$ cat src/design/hevm_pkg.sv
// shared types and constants for the hourly energy and voltage meter
`timescale 1ns / 1ps
`default_nettype none
package hevm_pkg;

    localparam int TIME_W   = 32;
    localparam int HOUR_W   = 5;
    localparam int POWER_W  = 20;
    localparam int VOLT_W   = 16;
    localparam int COUNT_W  = 32;
    localparam int OUT_W    = 48;
    localparam int PROD_W   = POWER_W + TIME_W;
    localparam int N_LANES  = 5;

    localparam logic [VOLT_W-1:0] VMIN_RESET = 16'd1000;

    typedef logic [POWER_W-1:0] t_power;
    typedef logic [TIME_W-1:0]  t_time;
    typedef logic [VOLT_W-1:0]  t_volt;

    // per-request flags decided at the front
    typedef struct packed {
        logic first;
        logic clear;
        logic volt_ok;
    } t_ctl;

    // pipeline controls handed to the lanes and the voltage unit
    typedef struct packed {
        logic en2;
        logic load3;
        logic first;
        logic clear;
    } t_stage_ctl;

endpackage
`default_nettype wire

$ cat src/design/hevm_lane.sv
// one energy lane: power times elapsed time into a saturating accumulator
`timescale 1ns / 1ps
`default_nettype none
module hevm_lane import hevm_pkg::*; #(
    parameter int ACC_WIDTH = 48
) (
    input  wire logic           i_clk,
    input  wire logic           i_rst_n,
    input  wire t_stage_ctl     i_ctl,
    input  wire t_power         i_power,
    input  wire t_time          i_elapsed,
    output logic [ACC_WIDTH-1:0] o_acc
);

    localparam int SUM_W = ((ACC_WIDTH > PROD_W) ? ACC_WIDTH : PROD_W) + 1;

    logic [PROD_W-1:0]    r_prod;
    logic [ACC_WIDTH-1:0] r_acc;
    logic [ACC_WIDTH-1:0] n_acc;
    logic [ACC_WIDTH-1:0] w_base;
    logic [PROD_W-1:0]    w_add;
    logic [SUM_W-1:0]     w_sum;

    always_ff @(posedge i_clk) begin
        if (i_ctl.en2) begin
            r_prod <= PROD_W'(i_power) * PROD_W'(i_elapsed);
        end
    end

    always_comb begin
        w_base = i_ctl.clear ? '0 : r_acc;
        w_add  = i_ctl.first ? '0 : r_prod;
        w_sum  = SUM_W'(w_base) + SUM_W'(w_add);
        // saturate when anything spills past the accumulator width
        n_acc  = (|w_sum[SUM_W-1:ACC_WIDTH]) ? '1 : w_sum[ACC_WIDTH-1:0];
    end

    always_ff @(posedge i_clk) begin
        if (!i_rst_n) begin
            r_acc <= '0;
        end else if (i_ctl.load3) begin
            r_acc <= n_acc;
        end
    end

    assign o_acc = r_acc;

endmodule
`default_nettype wire

$ cat config.mk
export PLATFORM = sky130hd
export DESIGN_NAME = hevm_lane
export DESIGN_NICKNAME = d
export VERILOG_FILES = /design/src/design/hevm_pkg.sv /design/src/design/hevm_lane.sv
export SDC_FILE = /design/constraint.sdc
export NUM_CORES = 2
export LEC_CHECK = 0
export ABC_AREA = 1
export BUFFER_PORTS_ARGS = -buffer_cell sky130_fd_sc_hd__buf_2
export CAP_MARGIN = 20
export CORE_ASPECT_RATIO = 2
export CORE_MARGIN = 8
export CORE_UTILIZATION = 40
export CTS_CLUSTER_DIAMETER = 150
export DETAILED_ROUTE_END_ITERATION = 7
export HOLD_SLACK_MARGIN = 0.06
export SYNTH_ARGS = -nofsm -noshare
export SYNTH_HDL_FRONTEND = slang
export SYNTH_SLANG_ARGS = --single-unit
$ cat constraint.sdc
create_clock -name i_clk -period 14.8 [get_ports i_clk]
set_input_delay 0.74 -clock i_clk [delete_from_list [all_inputs] [get_ports i_clk]]
set_output_delay 0.74 -clock i_clk [all_outputs]
set_load 0.02 [all_outputs]
Word-level counts from Yosys, hierarchy flattened

Index checks and enable logic that the tools add are counted.

Register bits: 100
Output and inout bits: 48

Mux-type cells: 3
Add/subtract/negate cells: 1
Multiply operators: 1
Reductions and logical operators: 1

Operators with widths:

| operator        | number |
|---|---|
| $mux 48         | 2 |
| $add 48x52->53  | 1 |
| $mul 20x32->52  | 1 |
| $mux 52         | 1 |
| $reduce_or 5->1 | 1 |

Logic depth before layout (Yosys ltp)

Depth after elaboration: 4
Gate-level depth with buffers: 28
Mapped depth without buffers: 27

Least setup slack after synthesis

No wires, ideal clock.

Path kind: input to register
Start point: input port i_elapsed[15]
End point: register r_prod[42] (data pin)
Slack: 8.341 ns
Cell stages on the path: 22
Required time: 14.539 ns
Arrival time: 6.198 ns
Cells stage by stage: clkbuf_1 > nand2_1 > fa_1 > fa_1 > fa_1 > inv_1 > fa_1 > fa_1 > fa_1 > inv_1 > fa_1 > inv_1 > ha_1 > nand2_1 > o21a_1 > or2_2 > nand3_1 > a21oi_1 > o21ai_0 > nand2_1 > nand2_1 > xor2_1

Word-level cells in the longest chain between the ends: 1

Ends and longest elaborated chain:

| what                 | RTL line        | source |
|---|---|---|
| start, declared      | hevm_lane.sv:11 | `input wire t_time i_elapsed,` |
| $mul 20x32->52       | hevm_lane.sv:26 | `r_prod <= PROD_W'(i_power) * PROD_W'(i_elapsed);` |
| end signal, assigned | hevm_lane.sv:26 |  |
| end, declared        | hevm_lane.sv:17 | `logic [PROD_W-1:0] r_prod;` |

No other way between the ends.
A chain may end at the register's enable or synchronous reset.

Worst setup path in the final report

Start point: input port i_power[5]
End point: register r_prod[42] (data pin)

Word-level cells in the longest chain between the ends: 1

Ends and longest elaborated chain:

| what            | RTL line        | source |
|---|---|---|
| start, declared | hevm_lane.sv:10 | `input wire t_power i_power,` |
| $mul 20x32->52  | hevm_lane.sv:26 |  |

No other way between the ends.

==> flow_summary.ini <==
[cells_and_area]
multi_input_area_sq_mm = 0.02188
n_antenna_cell = 0
final_cell_mix = inv_1 (1194), nand2_1 (1107), fa_1 (537)
mostFrequentLayoutCell = inv_1
fillers = 7737
nNetsFinal = 4891
drive_above_1_share_pct = 5.304
area_delta_synth_final_pct = 4.890
seq_area_sq_mm = 0.002522

[synthesis]
syn_inst = 4114
ys.flop_type = edfxtp_1
syn_area_sq_mm = 0.02963
synth_edf_count = 52
syn_nets = 4919
yosys.area.top_type = fa_1
yosysWarnings = 0
synth-seq-cells = 100
async_flop_share_pct = 0
ys_seq_area_share_pct = 8.514
ys_types = 46
netlist.area_leader.share_pct = 36.28
syn_area_per_cell_sq_um = 7.202
synth_area_leaders = fa_1 (36%), inv_1 (15%), nand2_1 (14%)

[timing]
finalCritPeriodShare_pct = 49.58
setup_tns_ns = 0
report.final.hold_viol_count = 0
rsz0062_at_grt = false
worst_slew_pin_slew_ns = 0.9461
relSlewSlack_pct = 36.93
final-setup-viol-count = 0
fmax_mhz = 136.3
period_needed_ns = 7.339
fin_skew_ns = 0.006462
drv_slew = 0

[floorplan]
io_pins = 106
initial_core_util_pct = 40.27
die_height_um = 400.9
die_area_sq_mm = 0.08356
dieWidth_um = 208.4
core-area_sq_mm = 0.07357
row_count = 141

[clock_tree]
clock_sinks = 100
cts_max_level = 3
clk_latency_ns = 0.38
cts_buffers = 9
cts_resized = 0
ctsHoldBuffers = 0
post-cts-setup-buffers = 0
clock-root-buffer = clkbuf_16
clockBufferDepth = 2
cts_tree = done
clkTransAtPathRegs_ns = 0.07

[global_route]
grt_pass1_wl_mm = 144.5
grt_overflow_total = 0
antenna_found_initial = 1
grt_max_degree = 53
grt.total_usage_pct = 22.25
first_global_vias = 27010

[worst_setup_path]
cp_common_cell = fa_1
critPathSlowestCell = buf_2
arrival_ns = 7.47
worstPathMaxFanout = 32
crit_path_cell_trace = buf_2 > nand2_1 > fa_1 > fa_1 > fa_1 > inv_1 > fa_1 > fa_1 > fa_1 > inv_1 > fa_1 > inv_1 > ha_1 > nand2_1 > inv_1 > a21oi_1 > o21ai_0 > nand2_1 > nand3_1 > a21oi_1 > o21ai_0 > nand2_1 > nand2_1 > xor2_1
critPathKind = in -> reg
cp.required_ns = 14.93
crit_path_end_kind = flip-flop
cp-start-kind = input port
slowest_delay_ns = 0.67
r2r_slack_ns = 10.92

[drt]
drtAntennaViolNets = 0
viasPerCell = 4.942
met2_length_mm = 49.36
totalWireLength_mm = 92.18
first_pass_iters = 5
drt_iter0_markers = 1121
detail_route.wl_per_cell_um = 18.36
drc = 0
top_layer = met4
wl_met1_mm = 32.50
met3WireLength_mm = 3.631
vias = 24810

[flow_run]
maxCapViolations = 0

[min_path]
hold_class = reg -> reg

[placement]
place_hpwl_mm = 74.95
io_buffer_count = 105
gp_congestion = 0.9635

[run_status]
status = finished clean
==> per-layer routing <==
metal	up-vias	track usage, %
met2	708	43.08
met4	0	14.21
met3	275	2.065
li1	11690	-
met5	-	0
met1	12140	22.29
==> final cells by class <==
class	instances	area share, %
Clock buffer	10	0.7368
Multi-Input combinational cell	2638	70.42
Inverter	1224	14.78
Timing Repair Buffer	113	1.924
Clock inverter	6	0.2818
Tap cell	929	3.740
Sequential cell	100	8.117
==> cell usage after synthesis (4+ instances only) <==
master	instances
buf_6	4
nand2_1	1107
dlygate4sd1_1	5
fa_1	537
inv_1	1194
ha_1	210
o21bai_1	19
a211oi_1	4
o21a_1	5
a21o_1	15
a31oi_1	16
nor3_1	19
a21oi_1	147
o21ai_1	5
a21boi_0	4
clkinv_1	6
edfxtp_1	52
nor2_2	16
xor2_1	55
o21ai_2	37
inv_2	24
xnor2_1	35
nand4_1	18
nor2_1	253
o21ai_0	52
dfxtp_1	48
clkbuf_1	138
nand3_1	55
==> sequential cells by signal, summed over array words and instances (netlist names) <==
| register | flops |
|---|---|
| r_prod | 52 |
| o_acc | 48 |
==> logic make-up after synthesis <==
kind of cell,synth area share (%)
compound gates,6.208
buf+inv,17.63
simple gates,19.84
fa+ha+maj,45.15
xor+xnor,2.660
flops,8.514
==> final timing paths <==
kind	startpoint	cells past startpoint	end
worst max-delay path	i_power[5]	24	r_prod[42]
worst min-delay path	o_acc[46]	2	o_acc[46]
worst max register to register	r_prod[0]	17	o_acc[3]
worst min register to register	o_acc[46]	2	o_acc[46]
==> worst max-delay path, delay by kind of cell <==
family,cells,cell delay (ns)
fa+ha+maj,8,3.93
compound gates,4,1.03
buf+inv,5,0.93
simple gates,6,0.63
xor+xnor,1,0.15
==> per-stage QoR <==
step	cell area, sq um	hold WS, ns	setup WS, ns	util, %	std cells
CTS	31060	0.5515	7.463	42.22	5019
global route	31080	0.5921	7.177	42.24	5020
detailed placement	30740	0.5312	7.060	41.79	5003
global placement	30740	0.5234	7.087	41.79	5003
finish	31080	0.5486	7.462	42.24	5020
floorplan	29630	0.6071	8.341	-	4114
Power is left out: the tool's default activity adds up to more than one toggle a clock period on the data nets, which glitch-free logic cannot reach.
