===== config.mk =====
export PLATFORM = sky130hd
export DESIGN_NAME = hevm_volt
export DESIGN_NICKNAME = d
export VERILOG_FILES = /design/src/design/hevm_pkg.sv /design/src/design/hevm_volt.sv
export SDC_FILE = /design/constraint.sdc
export NUM_CORES = 1
export LEC_CHECK = 0
export BUFFER_PORTS_ARGS = -buffer_cell sky130_fd_sc_hd__buf_2
export CAP_MARGIN = 0
export CELL_PAD_IN_SITES_DETAIL_PLACEMENT = 0
export CELL_PAD_IN_SITES_GLOBAL_PLACEMENT = 1
export CORE_UTILIZATION = 30
export CTS_CLUSTER_SIZE = 12
export DETAILED_ROUTE_END_ITERATION = 16
export HOLD_SLACK_MARGIN = 0.08
export PLACE_DENSITY = 0.69
export SETUP_SLACK_MARGIN = 0.1
export SYNTH_ARGS = -nofsm -noshare
export SYNTH_HDL_FRONTEND = slang
export SYNTH_SLANG_ARGS = --single-unit

===== constraint.sdc =====
create_clock -name i_clk -period 4.3 [get_ports i_clk]
set_input_delay 0.645 -clock i_clk [delete_from_list [all_inputs] [get_ports i_clk]]
set_output_delay 0.645 -clock i_clk [all_outputs]
set_load 0.01 [all_outputs]

===== src/design/hevm_pkg.sv =====
// shared types and constants for the hourly energy and voltage meter
`timescale 1ns / 1ps
`default_nettype none
package hevm_pkg;

    localparam int TIME_W   = 32;
    localparam int HOUR_W   = 5;
    localparam int POWER_W  = 20;
    localparam int VOLT_W   = 16;
    localparam int COUNT_W  = 32;
    localparam int OUT_W    = 48;
    localparam int PROD_W   = POWER_W + TIME_W;
    localparam int N_LANES  = 5;

    localparam logic [VOLT_W-1:0] VMIN_RESET = 16'd1000;

    typedef logic [POWER_W-1:0] t_power;
    typedef logic [TIME_W-1:0]  t_time;
    typedef logic [VOLT_W-1:0]  t_volt;

    // per-request flags decided at the front
    typedef struct packed {
        logic first;
        logic clear;
        logic volt_ok;
    } t_ctl;

    // pipeline controls handed to the lanes and the voltage unit
    typedef struct packed {
        logic en2;
        logic load3;
        logic first;
        logic clear;
    } t_stage_ctl;

endpackage
`default_nettype wire


===== src/design/hevm_volt.sv =====
// voltage statistics: saturating sum and count, running min and max
`timescale 1ns / 1ps
`default_nettype none
module hevm_volt import hevm_pkg::*; #(
    parameter int ACC_WIDTH = 48
) (
    input  wire logic            i_clk,
    input  wire logic            i_rst_n,
    input  wire t_stage_ctl      i_ctl,
    input  wire t_volt           i_volt,
    input  wire logic            i_volt_ok,
    output logic [ACC_WIDTH-1:0] o_sum,
    output logic [COUNT_W-1:0]   o_count,
    output t_volt                o_min,
    output t_volt                o_max
);

    localparam int SUM_W = ACC_WIDTH + 1;

    t_volt                r_volt;
    logic                 r_volt_ok;
    logic [ACC_WIDTH-1:0] r_sum;
    logic [COUNT_W-1:0]   r_count;
    t_volt                r_min;
    t_volt                r_max;
    logic [ACC_WIDTH-1:0] n_sum;
    logic [COUNT_W-1:0]   n_count;
    t_volt                n_min;
    t_volt                n_max;
    logic [ACC_WIDTH-1:0] w_sum_base;
    logic [COUNT_W-1:0]   w_count_base;
    t_volt                w_min_base;
    t_volt                w_max_base;
    logic [SUM_W-1:0]     w_sum;

    always_ff @(posedge i_clk) begin
        if (i_ctl.en2) begin
            r_volt    <= i_volt;
            r_volt_ok <= i_volt_ok;
        end
    end

    always_comb begin
        w_sum_base   = i_ctl.clear ? '0 : r_sum;
        w_count_base = i_ctl.clear ? '0 : r_count;
        w_min_base   = i_ctl.clear ? '1 : r_min;
        w_max_base   = i_ctl.clear ? '0 : r_max;
        w_sum        = SUM_W'(w_sum_base) + SUM_W'(r_volt);
        n_sum        = w_sum_base;
        n_count      = w_count_base;
        n_min        = w_min_base;
        n_max        = w_max_base;
        if (!i_ctl.first && r_volt_ok) begin
            n_sum   = w_sum[ACC_WIDTH] ? '1 : w_sum[ACC_WIDTH-1:0];
            n_count = (&w_count_base) ? w_count_base : w_count_base + 1'b1;
            n_min   = (r_volt < w_min_base) ? r_volt : w_min_base;
            n_max   = (r_volt > w_max_base) ? r_volt : w_max_base;
        end
    end

    always_ff @(posedge i_clk) begin
        if (!i_rst_n) begin
            r_sum   <= '0;
            r_count <= '0;
            r_min   <= '1;
            r_max   <= '0;
        end else if (i_ctl.load3) begin
            r_sum   <= n_sum;
            r_count <= n_count;
            r_min   <= n_min;
            r_max   <= n_max;
        end
    end

    assign o_sum   = r_sum;
    assign o_count = r_count;
    assign o_min   = r_min;
    assign o_max   = r_max;

endmodule
`default_nettype wire


# Yosys cells after proc, flatten, opt, wreduce, memory -nomap -nowiden
# Cells that the tools add are included.
[word_totals] register_bits=129 in_bits=23 output_inout_bits=112 word_cells=25
[classes] n_addsub=2 n_lt_le_gt_ge=2 muxes=12 reduce_logical=3
[ops] operator="two-way mux 48 bit" n=3
[ops] operator="two-way mux 16 bit" n=6
[ops] operator="two-way mux 32 bit" n=3
[ops] operator="adder 48 x 16 -> 49 bit" n=1
[ops] operator="adder 32 x 1 -> 32 bit (second input constant)" n=1
[ops] operator="AND reduction 32 bit" n=1
[ops] operator="greater-than comparator 16 bit" n=1
[ops] operator="less-than comparator 16 bit" n=1
[ops] operator="logical AND 1 bit" n=1
[ops] operator="logical NOT 1 bit" n=1

# Logic depth before layout (Yosys ltp)
[depth] word_depth=4 ltp_mapped=16 mapped_depth_nobuf=10

# Least setup slack after synthesis
# No wires, ideal clock.
[synth_timing] kind="input to register" start="input i_ctl[0] in the netlist's numbering" end="register r_sum[18], in the netlist o_sum[18]" setup_ps=86 arrival_ps=4366 required_ps=4214 slack_ps=-151 cell_stages=16 path_buffers=6 path_cell_list="clkbuf_1 -> clkbuf_1 -> clkbuf_1 -> clkbuf_1 -> clkbuf_1 -> nor2b_1 -> ha_1 -> fa_1 -> a211oi_1 -> nor2_1 -> o21ai_1 -> a2111o_1 -> buf_2 -> nand2_1 -> a41o_1 -> a211oi_1"
[synth_via] elab_chain_cells=4
[synth_rtl] element="start, declared" line_no="hevm_volt.sv:9" source="input wire t_stage_ctl i_ctl,"
[synth_rtl] element="two-way mux 48 bit *" line_no="hevm_volt.sv:44" source="w_sum_base = i_ctl.clear ? '0 : r_sum;"
[synth_rtl] element="adder 48 x 16 -> 49 bit" line_no="hevm_volt.sv:48" source="w_sum = SUM_W'(w_sum_base) + SUM_W'(r_volt);"
[synth_rtl] element="two-way mux 48 bit" line_no="hevm_volt.sv:54" source="n_sum = w_sum[ACC_WIDTH] ? '1 : w_sum[ACC_WIDTH-1:0];"
[synth_rtl] element="two-way mux 48 bit *" line_no="hevm_volt.sv:53" source="if (!i_ctl.first && r_volt_ok) begin"
[synth_rtl] element="end signal, assigned" line_no="hevm_volt.sv:68" source="r_sum <= n_sum;"
[synth_rtl] element="end, declared" line_no="hevm_volt.sv:22" source="logic [ACC_WIDTH-1:0] r_sum;"
# Every way passes the cells marked *; elsewhere a longest branch is shown, timed or not.
# A chain may end at the register's enable or synchronous reset.

# Worst setup path in the final report
[layout_timing] start="input i_ctl[0] in the netlist's numbering" end="register r_sum[20], in the netlist o_sum[20]"
# Same word-level chain as after synthesis.

==> results.tsv <==
stage	metric	value	unit
setup_path	cp_max_fo	25	
setup_path	critical_path.slowest_cell	fa_1	
floorplanning	initial_core_util	30.67	%
final_layout	drive_above_1_share	18.70	%
floorplanning	die_width	165.7	um
logic_synthesis	synth_area	0.008038	mm2
placement	portBuffers	134	
sta	layout_min_cycle_time	3.343	ns
logic_synthesis	synth-edff-count	17	
sta	slew_viol_final	0	
sta	grt_setup_unrepaired	no	
clocking	cts_buffer_depth	2	
logic_synthesis	synth.largest_area_cell	dfxtp_1	
grt	grt.busiest_layer	met2	
grt	grt_usage	20.48	%
run_status	violations	DRC	
final_layout	nets	1182	
grt	overflow	0	
pwr	ir_drop	184.7	uV
grt	use_met3	4.277	%
setup_path	critPathTopFamily	compound AO/OA/AOI/OAI gates	
grt	grt_pass1_wl	44370	um
run_status	status	finished with violations	
route	vias	8121	
setup_path	worstPathArrival	3.66	ns
grt	grt_pass1_vias	7831	
clocking	clkTransAtPathRegs	0.07	ns
setup_path	r2r_start	r_volt[0]	
setup_path	endpoint_kind	flop	
logic_synthesis	async_flop_share	0	%
floorplanning	die-area	0.02745	mm2
route	wl	27910	um
sta	finalCritPeriodShare	77.74	%
grt	grt_use_met1	27.36	%
setup_path	required	4.62	ns
logic_synthesis	yosysUniqueCellTypes	72	
grt	grt_antenna_before_repair	1	
grt	met2_usage	31.98	%
route	routed_via_density	5.570	
clocking	cts_tree	built	
final_layout	stdcell_count	1458	
clocking	clock_sinks	129	
clocking	cts_resized	0	
setup_path	worstReg2RegEnd	o_sum[20]	
placement	place_inst	1426	
sta	clock_skew	0.01691	ns
logic_synthesis	ys_warn_count	0	
final_layout	layout_common_cells	buf_2, nand2_1, dfxtp_1, nor2_1, o21ai_0	
final_layout	mostFrequentLayoutCell	buf_2	
floorplanning	fp.dieH	165.7	um
sta	setup_viol	0	
final_layout	multi_input_area	0.004990	mm2
setup_path	crit_buf_inv	1	
setup_path	reg2reg_slack	0.99	ns
final_layout	diodes	0	
logic_synthesis	synth_top_cells_by_area	dfxtp_1, ha_1, edfxtp_1	
floorplanning	io_pins	135	
sta	final.setup.worst_slack	0.9574	ns
min_path	worstHoldStart	i_volt[6]	
logic_synthesis	yosysSeqAreaShare	34.25	%
logic_synthesis	syn_inst	992	
pwr	power_density	322.9	mW/mm2
logic_synthesis	ys_ff_latch	129	
clocking	root_buffer	clkbuf_16	
logic_synthesis	synth_fp_nets	1064	
floorplanning	rows	59	
setup_path	path_class	input port to flop	
clocking	cts_buffers	17	
sta	maxSlewHeadroom	35.96	%
floorplanning	core_region_area	0.02621	mm2
route	wl_per_cell	19.15	um
sta	timing.fmax	299.2	MHz
setup_path	crit_path_frequent_cell	a211oi_1	
placement	pre_cts_slack	0.5756	ns
route	antenna_left	0	
route	post-route-drc-count	14	
pwr	power.total	3.127	mW
final_layout	synthToLayoutAreaGrowth	20.49	%
clocking	postCtsHoldBufs	0	
final_layout	final_util	36.95	%
sta	hold_violations	0	
sta	worstMarginPinSlew	0.9595	ns
setup_path	slowest_delay	0.45	ns
setup_path	cp-start-kind	input port	
clocking	cts_setup_buffers	0	
clocking	htreeDepth	4	
placement	place_congestion	0.9039	
grt	grt_max_degree	78	
clocking	clock_latency	0.43	ns
logic_synthesis	synth.top_cell.area_share	27.90	%
route	first_iter_violations	612	
min_path	whs_path_depth	1	
logic_synthesis	syn_avg_cell_area	8.103	um2
placement	hpwlAfterDp	20380	um
run	maxCapViolations	0	
pwr	leakage	3.930	nW
final_layout	fillCellCount	2757	
min_path	hold_path_end	r_volt[6]	
sta	tns	0	ns
min_path	min_path_type	input port to flop	
final_layout	register_area	0.002753	mm2
setup_path	r2r_cells	9	
route	drt_first_pass_iters	11	
setup_path	path_cells	buf_4 -> nor2b_1 -> ha_1 -> fa_1 -> a211oi_1 -> nor2_1 -> o21ai_2 -> a2111o_1 -> nand2_1 -> a31o_2 -> a211oi_1	
logic_synthesis	synth_ff_type	dfxtp_1	
state kept, by name (all words and copies together), names as in the netlist:
register   count
o_count       32
r_volt        16
r_volt_ok      1
o_max         16
o_min         16
o_sum         48
Yosys cell counts, types with 5 or more instances:
cell type and n:
a2111oi_0 5, a211oi_1 17, a21o_1 10, a21oi_1 47, a221oi_1 15, a31oi_1 14
a41oi_1 11, and3_1 14, and4_1 7, clkbuf_1 51, dfxtp_1 112, edfxtp_1 17
ha_1 48, inv_1 18, mux2i_1 20, nand2_1 122, nand2b_1 8, nand3_1 54
nand3b_1 5, nand4_1 22, nand4b_1 5, nor2_1 84, nor2b_1 24, nor3_1 46
nor4_1 11, o211a_1 5, o21a_1 14, o21ai_0 55, o21ai_1 8, o31ai_1 6
or3_1 6, or4_1 6, xnor2_1 15, xor2_1 17
layer usage:
layer / part of all wire [%] / wire length, um / vias up
li1: - / - / 3937
met1: 46 / 12850 / 3851
met2: 44 / 12370 / 281
met3: 6.6 / 1843 / 52
met4: 3.0 / 845 / 0
met5: 0 / 0 / -
metrics by stage:
stage,area [um2],hold slack (ns)
after global placement,9099,0.4544
after CTS,9684,0.3705
final,9684,0.3890
after detailed placement,9099,0.4435
after global routing,9684,0.3772
after floorplan,8046,0.4703
cell type report:
cell class                 instances  area share [%]
clock buffer                      18           4.432
tap                              335           4.328
clock inverter                    14           1.615
timing repair buffer             158           8.941
sequential                       129           28.42
multi-input combinational        785           51.52
inverter                          19          0.7364
worst max path at each step:
stage / startpoint / end / slack, ns / cells past startpoint
6_report: i_ctl[0] / o_sum[20] / 0.96 / 11
5_1_grt: i_ctl[0] / o_sum[18] / 0.79 / 11
4_1_cts: i_ctl[0] / o_sum[18] / 1.02 / 11
3_5_place_dp: i_ctl[0] / o_sum[18] / 0.58 / 11
3_3_place_gp: i_ctl[0] / o_sum[18] / 0.68 / 11
2_1_floorplan: i_ctl[0] / o_sum[18] / 0.12 / 16
cells by family after synthesis:
kind of cell / share of synthesized area (%)
AO/OA/AOI/OAI: 21.09
XOR/XNOR: 3.487
multiplexers: 2.631
flip-flops: 34.25
AND/OR/NAND/NOR: 27.02
adder cells (fa/ha/maj): 7.721
buffers and inverters: 3.798
power breakdown:
part	internal (mW)	leakage [nW]	switching [mW]	total, mW
sequential	1.25	1.07	0.0510	1.31
combinational	0.126	2.58	0.219	0.346
clock	0.863	0.274	0.613	1.48
(Power assumes the default switching activity.)
