==> config.mk <==
export PLATFORM = sky130hd
export DESIGN_NAME = hevm_front
export DESIGN_NICKNAME = d
export VERILOG_FILES = /design/src/design/hevm_pkg.sv /design/src/design/hevm_front.sv
export SDC_FILE = /design/constraint.sdc
export NUM_CORES = 1
export LEC_CHECK = 0
export BUFFER_PORTS_ARGS = -buffer_cell sky130_fd_sc_hd__buf_4
export CORE_ASPECT_RATIO = 0.75
export CORE_MARGIN = 3
export CORE_UTILIZATION = 40
export CTS_CLUSTER_DIAMETER = 50
export DETAILED_ROUTE_END_ITERATION = 16
export GPL_TIMING_DRIVEN = 0
export PLACE_DENSITY = 0.7
export SETUP_SLACK_MARGIN = 0.4
export SYNTH_ARGS = -nofsm -noshare
export SYNTH_HDL_FRONTEND = slang
export SYNTH_SLANG_ARGS = --single-unit
export TNS_END_PERCENT = 5
==> constraint.sdc <==
create_clock -name i_clk -period 3 [get_ports i_clk]
set_input_delay 0.9 -clock i_clk [delete_from_list [all_inputs] [get_ports i_clk]]
set_output_delay 0.9 -clock i_clk [all_outputs]
set_load 0.05 [all_outputs]
==> src/design/hevm_pkg.sv <==
// shared types and constants for the hourly energy and voltage meter
`timescale 1ns / 1ps
`default_nettype none
package hevm_pkg;

    localparam int TIME_W   = 32;
    localparam int HOUR_W   = 5;
    localparam int POWER_W  = 20;
    localparam int VOLT_W   = 16;
    localparam int COUNT_W  = 32;
    localparam int OUT_W    = 48;
    localparam int PROD_W   = POWER_W + TIME_W;
    localparam int N_LANES  = 5;

    localparam logic [VOLT_W-1:0] VMIN_RESET = 16'd1000;

    typedef logic [POWER_W-1:0] t_power;
    typedef logic [TIME_W-1:0]  t_time;
    typedef logic [VOLT_W-1:0]  t_volt;

    // per-request flags decided at the front
    typedef struct packed {
        logic first;
        logic clear;
        logic volt_ok;
    } t_ctl;

    // pipeline controls handed to the lanes and the voltage unit
    typedef struct packed {
        logic en2;
        logic load3;
        logic first;
        logic clear;
    } t_stage_ctl;

endpackage
`default_nettype wire

==> src/design/hevm_front.sv <==
// front stage: elapsed time, hour tracking and voltage qualification
`timescale 1ns / 1ps
`default_nettype none
module hevm_front import hevm_pkg::*; (
    input  wire logic              i_clk,
    input  wire logic              i_rst_n,
    input  wire logic              i_accept,
    input  wire logic [TIME_W-1:0] i_now_ms,
    input  wire logic [HOUR_W-1:0] i_hour_of_day,
    input  wire t_power            i_power [N_LANES],
    input  wire logic [VOLT_W-1:0] i_line_voltage_cv,
    input  wire logic [VOLT_W-1:0] i_vmin,
    output t_time                  o_elapsed,
    output t_power                 o_power [N_LANES],
    output t_volt                  o_volt,
    output t_ctl                   o_ctl
);

    logic              r_hour_seen;
    logic [HOUR_W-1:0] r_stored_hour;
    t_time             r_last_time;
    t_time             r_elapsed;
    t_power            r_power [N_LANES];
    t_volt             r_volt;
    t_ctl              r_ctl;
    t_ctl              n_ctl;

    always_comb begin
        n_ctl.first   = !r_hour_seen;
        n_ctl.clear   = r_hour_seen && (i_hour_of_day != r_stored_hour);
        n_ctl.volt_ok = i_line_voltage_cv > i_vmin;
    end

    always_ff @(posedge i_clk) begin
        if (!i_rst_n) begin
            r_hour_seen   <= 1'b0;
            r_stored_hour <= '0;
            r_last_time   <= '0;
        end else if (i_accept) begin
            r_hour_seen   <= 1'b1;
            r_stored_hour <= i_hour_of_day;
            r_last_time   <= i_now_ms;
        end
    end

    // payload of stage one, no reset needed
    always_ff @(posedge i_clk) begin
        if (i_accept) begin
            r_elapsed <= i_now_ms - r_last_time;
            r_power   <= i_power;
            r_volt    <= i_line_voltage_cv;
            r_ctl     <= n_ctl;
        end
    end

    assign o_elapsed = r_elapsed;
    assign o_power   = r_power;
    assign o_volt    = r_volt;
    assign o_ctl     = r_ctl;

endmodule
`default_nettype wire

# [Yosys cells after proc, flatten, opt, wreduce, memory -nomap -nowiden]
# Cells that the tools add are included.
[classes] n_eq_ne=1 order_cmp=1 n_reduce_logical=2 n_addsub=1
[ops] operator="32-bit subtractor" count=1
[ops] operator="16-bit greater-than comparator" count=1
[ops] operator="5-bit != test" count=1
[ops] operator="1-bit logical AND" count=1
[ops] operator="1-bit logical NOT" count=1
[totals] in_bits=172 ff_bits=189 word_cells=18

# [Logic depth before layout (Yosys ltp)]
# Gate-level depths: netlist of the first run.
[depth] ltp_word=2 ltp_mapped=9

# [Worst setup path before layout of the first run]
# OpenSTA, ideal clock, no wires.
[synth_path] kind="input-to-reg" startpoint="input port i_now_ms[8]" endpoint="register r_elapsed[19] (netlist: o_elapsed[19]) (data pin)" cell_stages=7 path_slack_ns=0.162 required_time_ns=2.810 n_path_buf=0 arrival_time_ns=2.648 setup_ns=0.190 path_cell_list="ha_1 a21o_1 a31o_4 a2111oi_4 a211oi_2 mux2i_1 a2111oi_2"
[synth_between] elab_chain_len=1
[synth_rtl] element="start, declared" line_no="hevm_front.sv:8" source="input wire logic [TIME_W-1:0] i_now_ms,"
[synth_rtl] element="32-bit subtractor" line_no="hevm_front.sv:49" source="r_elapsed <= i_now_ms - r_last_time;"
[synth_rtl] element="end signal, assigned" line_no="hevm_front.sv:49"
[synth_rtl] element="end, declared" line_no="hevm_front.sv:22" source="t_time r_elapsed;"
# Every way passes these cells.
# A chain may end at the register's enable or synchronous reset.

# [Worst setup path in the final report of the first run]
[layout_path] startpoint="input port i_now_ms[0]" endpoint="register r_elapsed[24] (netlist: o_elapsed[24]) (data pin)"
# Same word-level chain as after synthesis.

==> results of run 1 <==
power by group through the flow:
stage | clock, W | sequential, W | combinational [W]
5_1_grt | 0.00244 | 0.00319 | 0.00207
3_3_place_gp | 0 | 0.00322 | 0.00191
3_5_place_dp | 0 | 0.00322 | 0.00193
2_1_floorplan | 0 | 0.00391 | 0.000538
6_report | 0.00228 | 0.00316 | 0.00195
4_1_cts | 0.00234 | 0.00317 | 0.00193
routing by layer:
| metal | GRT usage | share of wire |
|---|---|---|
| met5 | 0 | 0.00062 |
| met4 | 0.03676 | 0.0064 |
| met3 | 0.04877 | 0.069 |
| met2 | 0.2956 | 0.46 |
| met1 | 0.2633 | 0.46 |
path summary, 6_finish.rpt:
path                                      from       endpoint  slack, ns
worst max register to register  r_last_time[0]  o_elapsed[24]       0.63
worst min register to register     r_hour_seen    r_hour_seen       0.45
worst max-delay path               i_now_ms[0]  o_elapsed[24]       0.39
worst min-delay path               r_hour_seen    r_hour_seen       0.45
kinds of logic after synthesis:
group,synth area share
DFF,0.6184
and+or+nand+nor,0.08915
AOI/OAI and AO/OA,0.1111
buffers and inverters,0.03478
adders and majority gates,0.07102
muxes,0.04691
xor gates and xnor gates,0.02864
flip-flops by register name, summed over array words and instances, names as in the netlist:
| signal | cells |
|---|---|
| r_stored_hour | 5 |
| o_power | 100 |
| r_last_time | 32 |
| r_hour_seen | 1 |
| o_volt | 16 |
| o_elapsed | 32 |
| o_ctl | 3 |
through the flow:
| step | cell area [um^2] | util | hold WS (ns) |
|---|---|---|---|
| 2_1_floorplan | 8607 | - | 0.4276 |
| 3_3_place_gp | 11370 | 0.5517 | 0.4370 |
| 3_5_place_dp | 11400 | 0.5532 | 0.4425 |
| 4_1_cts | 12010 | 0.5827 | 0.4598 |
| 5_1_grt | 12100 | 0.5870 | 0.5022 |
| 6_report | 12100 | 0.5870 | 0.4543 |
final cells by class:
| cell class | instances | share of cell area |
|---|---|---|
| Timing Repair Buffer | 326 | 0.2056 |
| Multi-Input combinational cell | 393 | 0.2517 |
| Inverter | 55 | 0.01769 |
| Tap cell | 282 | 0.02917 |
| Sequential cell | 189 | 0.4377 |
| Buffer | 22 | 0.008068 |
| Clock buffer | 17 | 0.03517 |
| Clock inverter | 15 | 0.01489 |
worst register-to-register path, stage by stage, from the launching register on:
cell and delay (ns):
dfxtp_1 0.34, ha_4 0.17, fa_2 0.34, nor2b_2 0.15, o211ai_1 0.17, a21oi_2 0.28, a21oi_4 0.14, o311ai_2 0.30
xor2_1 0.30
synthesized netlist by cell type (15+ instances only):
cell type  instances
a21o_1            21
a21oi_1           42
dfxtp_1           38
edfxtp_1         151
ha_1              47
inv_1             55
mux2i_1           39
nand2_1           34
nor2_1            21
nor2b_1           41
xnor2_1           15
what timing repair did:
item	4_1_cts	5_1_grt
setup buffers	0	4
setup endpoints to repair	26	43
resized for setup	1	20
pin swaps	0	8
==> flow_summary.html, run 1 <==
<table>
<tr><th>Metric</th><th>Value</th></tr>
<tr><th colspan="2">Outcome</th></tr>
<tr><td>Result of the run</td><td>completed</td></tr>
<tr><th colspan="2">STA</th></tr>
<tr><td>Period utilization</td><td>0.8688</td></tr>
<tr><td>Number of hold-slack violations in the final timing report</td><td>0</td></tr>
<tr><td>Slew of the pin with the lowest slew margin</td><td>just under 0.8 ns</td></tr>
<tr><td>Post-route worst setup slack</td><td>0.3937 ns</td></tr>
<tr><td>Maximum clock rate</td><td>383.7 MHz</td></tr>
<tr><td>Shortest clock period the worst path allows after layout</td><td>about 2.6 ns</td></tr>
<tr><td>Final clock skew</td><td>just under 0.009 ns</td></tr>
<tr><td>Final TNS setup</td><td>0 ns</td></tr>
<tr><td>Number of pins with negative max-slew slack in the final report</td><td>0</td></tr>
<tr><td>Relative slew slack</td><td>0.4813</td></tr>
<tr><td>Setup Viol. Count Final</td><td>0</td></tr>
<tr><td>Setup repair after global routing missed its margin</td><td>yes</td></tr>
<tr><th colspan="2">Global routing</th></tr>
<tr><td>Total routing usage reported by global routing</td><td>0.1872</td></tr>
<tr><td>Leftover overflow at the end of global routing</td><td>0</td></tr>
<tr><td>Largest net degree at the start of global routing</td><td>86</td></tr>
<tr><td>Vias in the first global route</td><td>5926</td></tr>
<tr><td>Global-route wire length before repair</td><td>~34 mm</td></tr>
<tr><td>Antenna violations before repair</td><td>1</td></tr>
<tr><th colspan="2">Placed design</th></tr>
<tr><td>Final estimated routing congestion in global placement</td><td>around 0.92</td></tr>
<tr><td>Worst slack at placement</td><td>-0.3117 ns</td></tr>
<tr><td>Inst Count DP</td><td>~1300</td></tr>
<tr><td>Hpwl dp</td><td>17.68 mm</td></tr>
<tr><td>Port Buffers</td><td>around 320</td></tr>
<tr><th colspan="2">Finish</th></tr>
<tr><td>Reg area</td><td>0.005295 mm^2</td></tr>
<tr><td>Number of nets in the layout</td><td>roughly 1200</td></tr>
<tr><td>Synth-to-layout area growth</td><td>41.28%</td></tr>
<tr><td>Fill cells</td><td>1773</td></tr>
<tr><td>Number of cells in the finished layout apart from fillers</td><td>1299</td></tr>
<tr><td>Number of antenna cells inserted</td><td>0</td></tr>
<tr><td>Area of the multi-input gates</td><td>roughly 0.0030 mm^2</td></tr>
<tr><td>Most common library cell in the layout ignoring fill and taps</td><td>buf_4</td></tr>
<tr><td>Share of layout cells above drive strength 1</td><td>0.3933</td></tr>
<tr><td>Highest-count cells in the layout ignoring fill and taps</td><td>buf_4 (323), edfxtp_1 (151), inv_1 (54), ha_1 (43), nor2b_1 (40)</td></tr>
<tr><th colspan="2">Floorplanning</th></tr>
<tr><td>Area of the die</td><td>roughly 0.023 mm^2</td></tr>
<tr><td>Cell row count</td><td>45</td></tr>
<tr><td>Horizontal die dimension</td><td>between 150 and 200 um</td></tr>
<tr><td>Area of the core</td><td>around 0.021 mm^2</td></tr>
<tr><td>Starting utilization of the core area</td><td>0.4155</td></tr>
<tr><td>Chip Height</td><td>about 130 um</td></tr>
<tr><td>Top-Level Pins</td><td>approximately 320</td></tr>
<tr><th colspan="2">Min path</th></tr>
<tr><td>Instance count along the most critical hold path</td><td>1</td></tr>
<tr><td>Worst hold path type</td><td>register to register</td></tr>
<tr><th colspan="2">Synth</th></tr>
<tr><td>Count of unique library cells instantiated by Yosys</td><td>60</td></tr>
<tr><td>Count of yosys warnings during synthesis</td><td>0</td></tr>
<tr><td>Post-synth EDFFs</td><td>~150</td></tr>
<tr><td>Dominant register cell in the synthesized netlist</td><td>edfxtp_1</td></tr>
<tr><td>Async set-or-reset flop fraction in the synthesized netlist</td><td>0</td></tr>
<tr><td>Cells after synthesis</td><td>659</td></tr>
<tr><td>Sequential area share after synthesis</td><td>0.6184</td></tr>
<tr><td>Yosys top cell area share</td><td>0.5296</td></tr>
<tr><td>Synth area leader</td><td>edfxtp_1</td></tr>
<tr><td>Netlist Area Pre-Place</td><td>0.008562 mm^2</td></tr>
<tr><td>Synth Net Count</td><td>a little under 900</td></tr>
<tr><td>Syn Area/Cell</td><td>between 10 and 15 um^2</td></tr>
<tr><td>Synth area leaders</td><td>edfxtp_1 (53%), dfxtp_1 (8.9%), ha_1 (6.9%)</td></tr>
<tr><td>Total of flip-flops plus latches after synthesis</td><td>approximately 190</td></tr>
<tr><th colspan="2">Detailed routing</th></tr>
<tr><td>Routed via count</td><td>roughly 6300</td></tr>
<tr><td>Via density per instance</td><td>just under 5</td></tr>
<tr><td>Average wire length per cell after detail routing</td><td>roughly 17 um</td></tr>
<tr><td>DR DRC count</td><td>0</td></tr>
<tr><td>Detailed Routing Iterations Pass 1</td><td>4</td></tr>
<tr><td>Iter 0 DRT Violations</td><td>approximately 340</td></tr>
<tr><td>Residual antenna-violating net count after detailed routing</td><td>0</td></tr>
<tr><td>Post-Route WL</td><td>around 23 mm</td></tr>
<tr><th colspan="2">Clocking</th></tr>
<tr><td>CTS H-tree lvls</td><td>4</td></tr>
<tr><td>Worst-case clock buffer depth</td><td>2</td></tr>
<tr><td>Total clock buffers created by CTS</td><td>17</td></tr>
<tr><td>Sink count of the clock tree</td><td>189</td></tr>
<tr><td>Clock tree from TritonCTS</td><td>yes</td></tr>
<tr><td>Clock Tree Root</td><td>clkbuf_16</td></tr>
<tr><td>Clock-pin slew of the registers on the worst-case setup and hold paths</td><td>roughly 0.070 ns</td></tr>
<tr><td>Worst-Skew Late Latency</td><td>0.42 ns</td></tr>
<tr><td>Cts-stage hold buffer count</td><td>0</td></tr>
<tr><th colspan="2">Critical path</th></tr>
<tr><td>Crit Path Max Fanout</td><td>7</td></tr>
<tr><td>Crit path depth</td><td>10</td></tr>
<tr><td>Critical path buffers and inverters</td><td>2</td></tr>
<tr><td>Biggest cell delay along the critical path</td><td>~0.34 ns</td></tr>
<tr><td>Element type at the critical path end</td><td>register</td></tr>
<tr><td>Cell chain of the critical path</td><td>buf_8 -&gt; inv_8 -&gt; ha_4 -&gt; fa_2 -&gt; nor2b_2 -&gt; o211ai_1 -&gt; a21oi_2 -&gt; a21oi_4 -&gt; o311ai_2 -&gt; xor2_1</td></tr>
<tr><td>Start-to-end type of the worst setup path</td><td>input port to register</td></tr>
<tr><td>CP top delay family</td><td>compound AO/OA/AOI/OAI gates</td></tr>
<tr><td>Startpoint kind of the worst setup timing path</td><td>input port</td></tr>
<tr><td>Worst reg-to-reg path cell count</td><td>8</td></tr>
<tr><td>Data arrival time of the critical path</td><td>2.83 ns</td></tr>
<tr><td>Required time reported for the critical path endpoint</td><td>around 3.2 ns</td></tr>
<tr><td>Standard cell with the maximum stage delay on the critical path</td><td>fa_2</td></tr>
<tr><th colspan="2">Pwr</th></tr>
<tr><td>Share of total power in the clock network</td><td>0.308</td></tr>
<tr><td>Worst vdd ir</td><td>~330 uV</td></tr>
<tr><td>Share of total power consumed by net switching</td><td>0.3356</td></tr>
<tr><td>Part of the total power dissipated in combinational logic</td><td>0.263</td></tr>
<tr><td>Total power divided by cell area</td><td>between 600 and 700 mW/mm^2</td></tr>
<tr><td>Design internal power</td><td>0.004906 W</td></tr>
<tr><td>Post-layout total power</td><td>0.007385 W</td></tr>
<tr><td>Static leakage power</td><td>about 5.2 nW</td></tr>
<tr><td>Proportion of power drawn by flip-flops and latches</td><td>0.428</td></tr>
<tr><td>Net Sw Power</td><td>0.002479 W</td></tr>
<tr><th colspan="2">Run</th></tr>
<tr><td>Max capacitance violation total</td><td>0</td></tr>
</table>
Power figures use the tool's default switching activity.
==> run 2, diff against run 1 <==
==> constraint.sdc (replaced) <==
create_clock -name i_clk -period 2.3 [get_ports i_clk]
set_input_delay 0.69 -clock i_clk [delete_from_list [all_inputs] [get_ports i_clk]]
set_output_delay 0.69 -clock i_clk [all_outputs]
set_load 0.05 [all_outputs]
==> run 2 against run 1 <==
The flow now finishes with violations (negative setup slack). Hold slack worse by 0.024 ns. Clock-buffer cell count unchanged. Total power up 32%. Setup slack worse by 0.40 ns. Final cell count up 0.62%. Register-to-register slack worse by 0.61 ns. Design area up 2.8%. Sequential power up 30%. First-iteration DRC count down 7.7%. Clock power up 31%. Global-route usage up 0.49 points. Sequential share of layout area down 1.2 points. Critical path type unchanged. Largest power group unchanged.
==> flow_summary.html, run 2 (same netlist as run 1, synthesis figures left out) <==
<table>
<tr><th>Metric</th><th>Value</th></tr>
<tr><th colspan="2">Outcome</th></tr>
<tr><td>Result of the run</td><td>complete, but fails checks</td></tr>
<tr><td>Violated checks</td><td>negative setup slack</td></tr>
<tr><th colspan="2">Global routing</th></tr>
<tr><td>Leftover overflow at the end of global routing</td><td>0</td></tr>
<tr><td>Global-route layer with the greatest usage</td><td>met2</td></tr>
<tr><td>GR Layer Usage met2</td><td>0.3036</td></tr>
<tr><td>Largest net degree at the start of global routing</td><td>71</td></tr>
<tr><td>Grt met1 use</td><td>0.2708</td></tr>
<tr><td>Met3 track demand over resource</td><td>0.04934</td></tr>
<tr><td>Antenna violations before repair</td><td>1</td></tr>
<tr><td>Vias in the first global route</td><td>approximately 6000</td></tr>
<tr><td>Global-route wire length before repair</td><td>around 35 mm</td></tr>
<tr><td>Total routing usage reported by global routing</td><td>0.1921</td></tr>
<tr><th colspan="2">STA</th></tr>
<tr><td>Final TNS setup</td><td>-0.008581 ns</td></tr>
<tr><td>Period utilization</td><td>1.004</td></tr>
<tr><td>Shortest clock period the worst path allows after layout</td><td>2.309 ns</td></tr>
<tr><td>Maximum clock rate</td><td>about 430 MHz</td></tr>
<tr><td>Final clock skew</td><td>slightly below 0.009 ns</td></tr>
<tr><td>Post-route worst setup slack</td><td>-0.008581 ns</td></tr>
<tr><td>Slew of the pin with the lowest slew margin</td><td>0.7815 ns</td></tr>
<tr><td>Number of pins with negative max-slew slack in the final report</td><td>0</td></tr>
<tr><td>Number of hold-slack violations in the final timing report</td><td>0</td></tr>
<tr><td>Setup repair after global routing missed its margin</td><td>yes</td></tr>
<tr><td>Relative slew slack</td><td>0.4790</td></tr>
<tr><td>Setup Viol. Count Final</td><td>1</td></tr>
<tr><th colspan="2">Critical path</th></tr>
<tr><td>Cell chain of the critical path</td><td>buf_4 -&gt; ha_1 -&gt; buf_4 -&gt; a21o_1 -&gt; a221oi_2 -&gt; o211ai_2 -&gt; nor3_1 -&gt; a21oi_1 -&gt; xor2_1</td></tr>
<tr><td>Required time reported for the critical path endpoint</td><td>2.46 ns</td></tr>
<tr><td>CP top delay family</td><td>compound AO/OA/AOI/OAI gates</td></tr>
<tr><td>Biggest cell delay along the critical path</td><td>between 0.2 and 0.3 ns</td></tr>
<tr><td>Crit path depth</td><td>9</td></tr>
<tr><td>Critical path buffers and inverters</td><td>2</td></tr>
<tr><td>RR Endpoint</td><td>o_elapsed[26]</td></tr>
<tr><td>Standard cell with the maximum stage delay on the critical path</td><td>ha_1</td></tr>
<tr><td>Worst reg-to-reg path cell count</td><td>9</td></tr>
<tr><td>Element type at the critical path end</td><td>register</td></tr>
<tr><td>Launch instance of the worst register-to-register path</td><td>r_last_time[15]</td></tr>
<tr><td>Capturing element of the worst setup path</td><td>o_elapsed[26]</td></tr>
<tr><td>Reg-to-reg setup timing slack</td><td>about 0.02 ns</td></tr>
<tr><td>Worst path most repeated cell</td><td>buf_4</td></tr>
<tr><td>Crit Path Max Fanout</td><td>8</td></tr>
<tr><td>Data arrival time of the critical path</td><td>~2.5 ns</td></tr>
<tr><td>Startpoint kind of the worst setup timing path</td><td>input port</td></tr>
<tr><td>Launch point of the critical path</td><td>i_now_ms[15]</td></tr>
<tr><td>Start-to-end type of the worst setup path</td><td>input port to register</td></tr>
<tr><th colspan="2">Clocking</th></tr>
<tr><td>Sink count of the clock tree</td><td>between 150 and 200</td></tr>
<tr><td>Worst-Skew Late Latency</td><td>~0.42 ns</td></tr>
<tr><td>Worst-case clock buffer depth</td><td>2</td></tr>
<tr><td>Cts-stage hold buffer count</td><td>0</td></tr>
<tr><td>Clock Tree Root</td><td>clkbuf_16</td></tr>
<tr><td>Clock tree from TritonCTS</td><td>yes</td></tr>
<tr><td>Total clock buffers created by CTS</td><td>17</td></tr>
<tr><td>Clock-pin slew of the registers on the worst-case setup and hold paths</td><td>around 0.080 ns</td></tr>
<tr><td>CTS H-tree lvls</td><td>4</td></tr>
<tr><th colspan="2">Finish</th></tr>
<tr><td>Max reg flops</td><td>100</td></tr>
<tr><td>Share of layout cells above drive strength 1</td><td>0.4351</td></tr>
<tr><td>Number of antenna cells inserted</td><td>0</td></tr>
<tr><td>Most common library cell in the layout ignoring fill and taps</td><td>buf_4</td></tr>
<tr><td>Highest-count cells in the layout ignoring fill and taps</td><td>buf_4 (333), edfxtp_1 (151), inv_1 (54), nor2b_1 (40), mux2i_1 (39)</td></tr>
<tr><td>Final design area excluding fillers</td><td>about 0.012 mm^2</td></tr>
<tr><td>Synth-to-layout area growth</td><td>45.27%</td></tr>
<tr><td>Number of nets in the layout</td><td>~1200</td></tr>
<tr><td>Fill cells</td><td>1749</td></tr>
<tr><th colspan="2">Run</th></tr>
<tr><td>Max capacitance violation total</td><td>0</td></tr>
<tr><th colspan="2">Detailed routing</th></tr>
<tr><td>Via density per instance</td><td>between 4 and 5</td></tr>
<tr><td>Residual antenna-violating net count after detailed routing</td><td>0</td></tr>
<tr><td>Average wire length per cell after detail routing</td><td>between 15 and 20 um</td></tr>
<tr><td>Routed via count</td><td>6361</td></tr>
<tr><td>Post-Route WL</td><td>~23 mm</td></tr>
<tr><td>Detailed Routing Iterations Pass 1</td><td>4</td></tr>
<tr><td>Iter 0 DRT Violations</td><td>roughly 310</td></tr>
<tr><td>DR DRC count</td><td>0</td></tr>
<tr><th colspan="2">Pwr</th></tr>
<tr><td>Design internal power</td><td>about 0.0065 W</td></tr>
<tr><td>Proportion of power drawn by flip-flops and latches</td><td>0.422</td></tr>
<tr><td>Static leakage power</td><td>~5.3 nW</td></tr>
<tr><td>Total power divided by cell area</td><td>between 700 and 800 mW/mm^2</td></tr>
<tr><td>Worst vdd ir</td><td>436.5 uV</td></tr>
<tr><td>Share of total power consumed by net switching</td><td>0.3372</td></tr>
<tr><td>Share of total power in the clock network</td><td>0.305</td></tr>
<tr><td>Net Sw Power</td><td>about 0.0033 W</td></tr>
<tr><td>Part of the total power dissipated in combinational logic</td><td>0.273</td></tr>
<tr><th colspan="2">Placed design</th></tr>
<tr><td>Port Buffers</td><td>321</td></tr>
<tr><td>Final estimated routing congestion in global placement</td><td>roughly 0.92</td></tr>
<tr><td>Area after DPL</td><td>0.01140 mm^2</td></tr>
<tr><td>Hpwl dp</td><td>17.68 mm</td></tr>
<tr><th colspan="2">Floorplanning</th></tr>
<tr><td>Cell row count</td><td>45</td></tr>
<tr><td>Starting utilization of the core area</td><td>0.4155</td></tr>
<tr><td>Area of the die</td><td>0.02321 mm^2</td></tr>
<tr><td>Area of the core</td><td>between 0.02 and 0.025 mm^2</td></tr>
<tr><td>Horizontal die dimension</td><td>between 150 and 200 um</td></tr>
<tr><td>Chip Height</td><td>roughly 130 um</td></tr>
<tr><td>Top-Level Pins</td><td>roughly 320</td></tr>
<tr><th colspan="2">Min path</th></tr>
<tr><td>Worst hold path type</td><td>input port to register</td></tr>
</table>
-- run 2: stage by stage --
step                      hold WS (ns)  setup WS, ns  utilization  power, W  instances
after floorplan                 0.4276       -0.2057            -  0.005797        659
after global placement          0.4370        -1.435       0.5517  0.006694       1262
after detailed placement        0.4425       -0.8017       0.5532  0.006723       1263
after CTS                       0.4078       0.02937       0.5922  0.009764       1305
after global routing            0.4049       -0.1278       0.6036   0.01017       1307
final                           0.4299     -0.008581       0.6036  0.009766       1307
-- run 2: layer usage --
metal,part of all wire,vias up
met5,0.00060,-
met4,0.0074,2
met3,0.071,11
met2,0.47,212
met1,0.45,3017
li1,-,3119
-- run 2: worst min-delay path by stage --
stage | start | to | slack [ns] | cells past startpoint
after floorplan | r_hour_seen | r_hour_seen | 0.43 | 1
after global placement | r_hour_seen | r_hour_seen | 0.44 | 1
after detailed placement | r_hour_seen | r_hour_seen | 0.44 | 1
after CTS | i_power[39] | o_power[39] | 0.41 | 1
after global routing | i_power[67] | o_power[67] | 0.40 | 1
final | i_power[67] | o_power[67] | 0.43 | 1
-- run 2: repair_timing --
action,4_1_cts,5_1_grt
endpoints found under the hold margin,0,0
pin swaps,13,23
gates resized for setup,26,56
setup endpoints to repair,62,55
buffers inserted,9,2
gates cloned,1,0
-- run 2: power by group through the flow --
| stage | clock network [W] | logic (W) | registers [W] |
|---|---|---|---|
| 4_1_cts | 0.00305 | 0.00258 | 0.00413 |
| 6_report | 0.00298 | 0.00266 | 0.00412 |
| 3_5_place_dp | 0 | 0.00252 | 0.00421 |
| 2_1_floorplan | 0 | 0.000702 | 0.00509 |
| 5_1_grt | 0.00318 | 0.00283 | 0.00416 |
| 3_3_place_gp | 0 | 0.00250 | 0.00420 |
-- run 2: cell type report --
class | instances | area [um^2] | share of cell area
Sequential cell | 189 | 5300 | 0.4261
Multi-Input combinational cell | 393 | 3272 | 0.2631
Timing Repair Buffer | 334 | 2572 | 0.2068
Clock buffer | 17 | 425.4 | 0.03420
Tap cell | 282 | 352.8 | 0.02837
Inverter | 55 | 214.0 | 0.01720
Clock inverter | 15 | 180.2 | 0.01449
Buffer | 22 | 121.4 | 0.009758
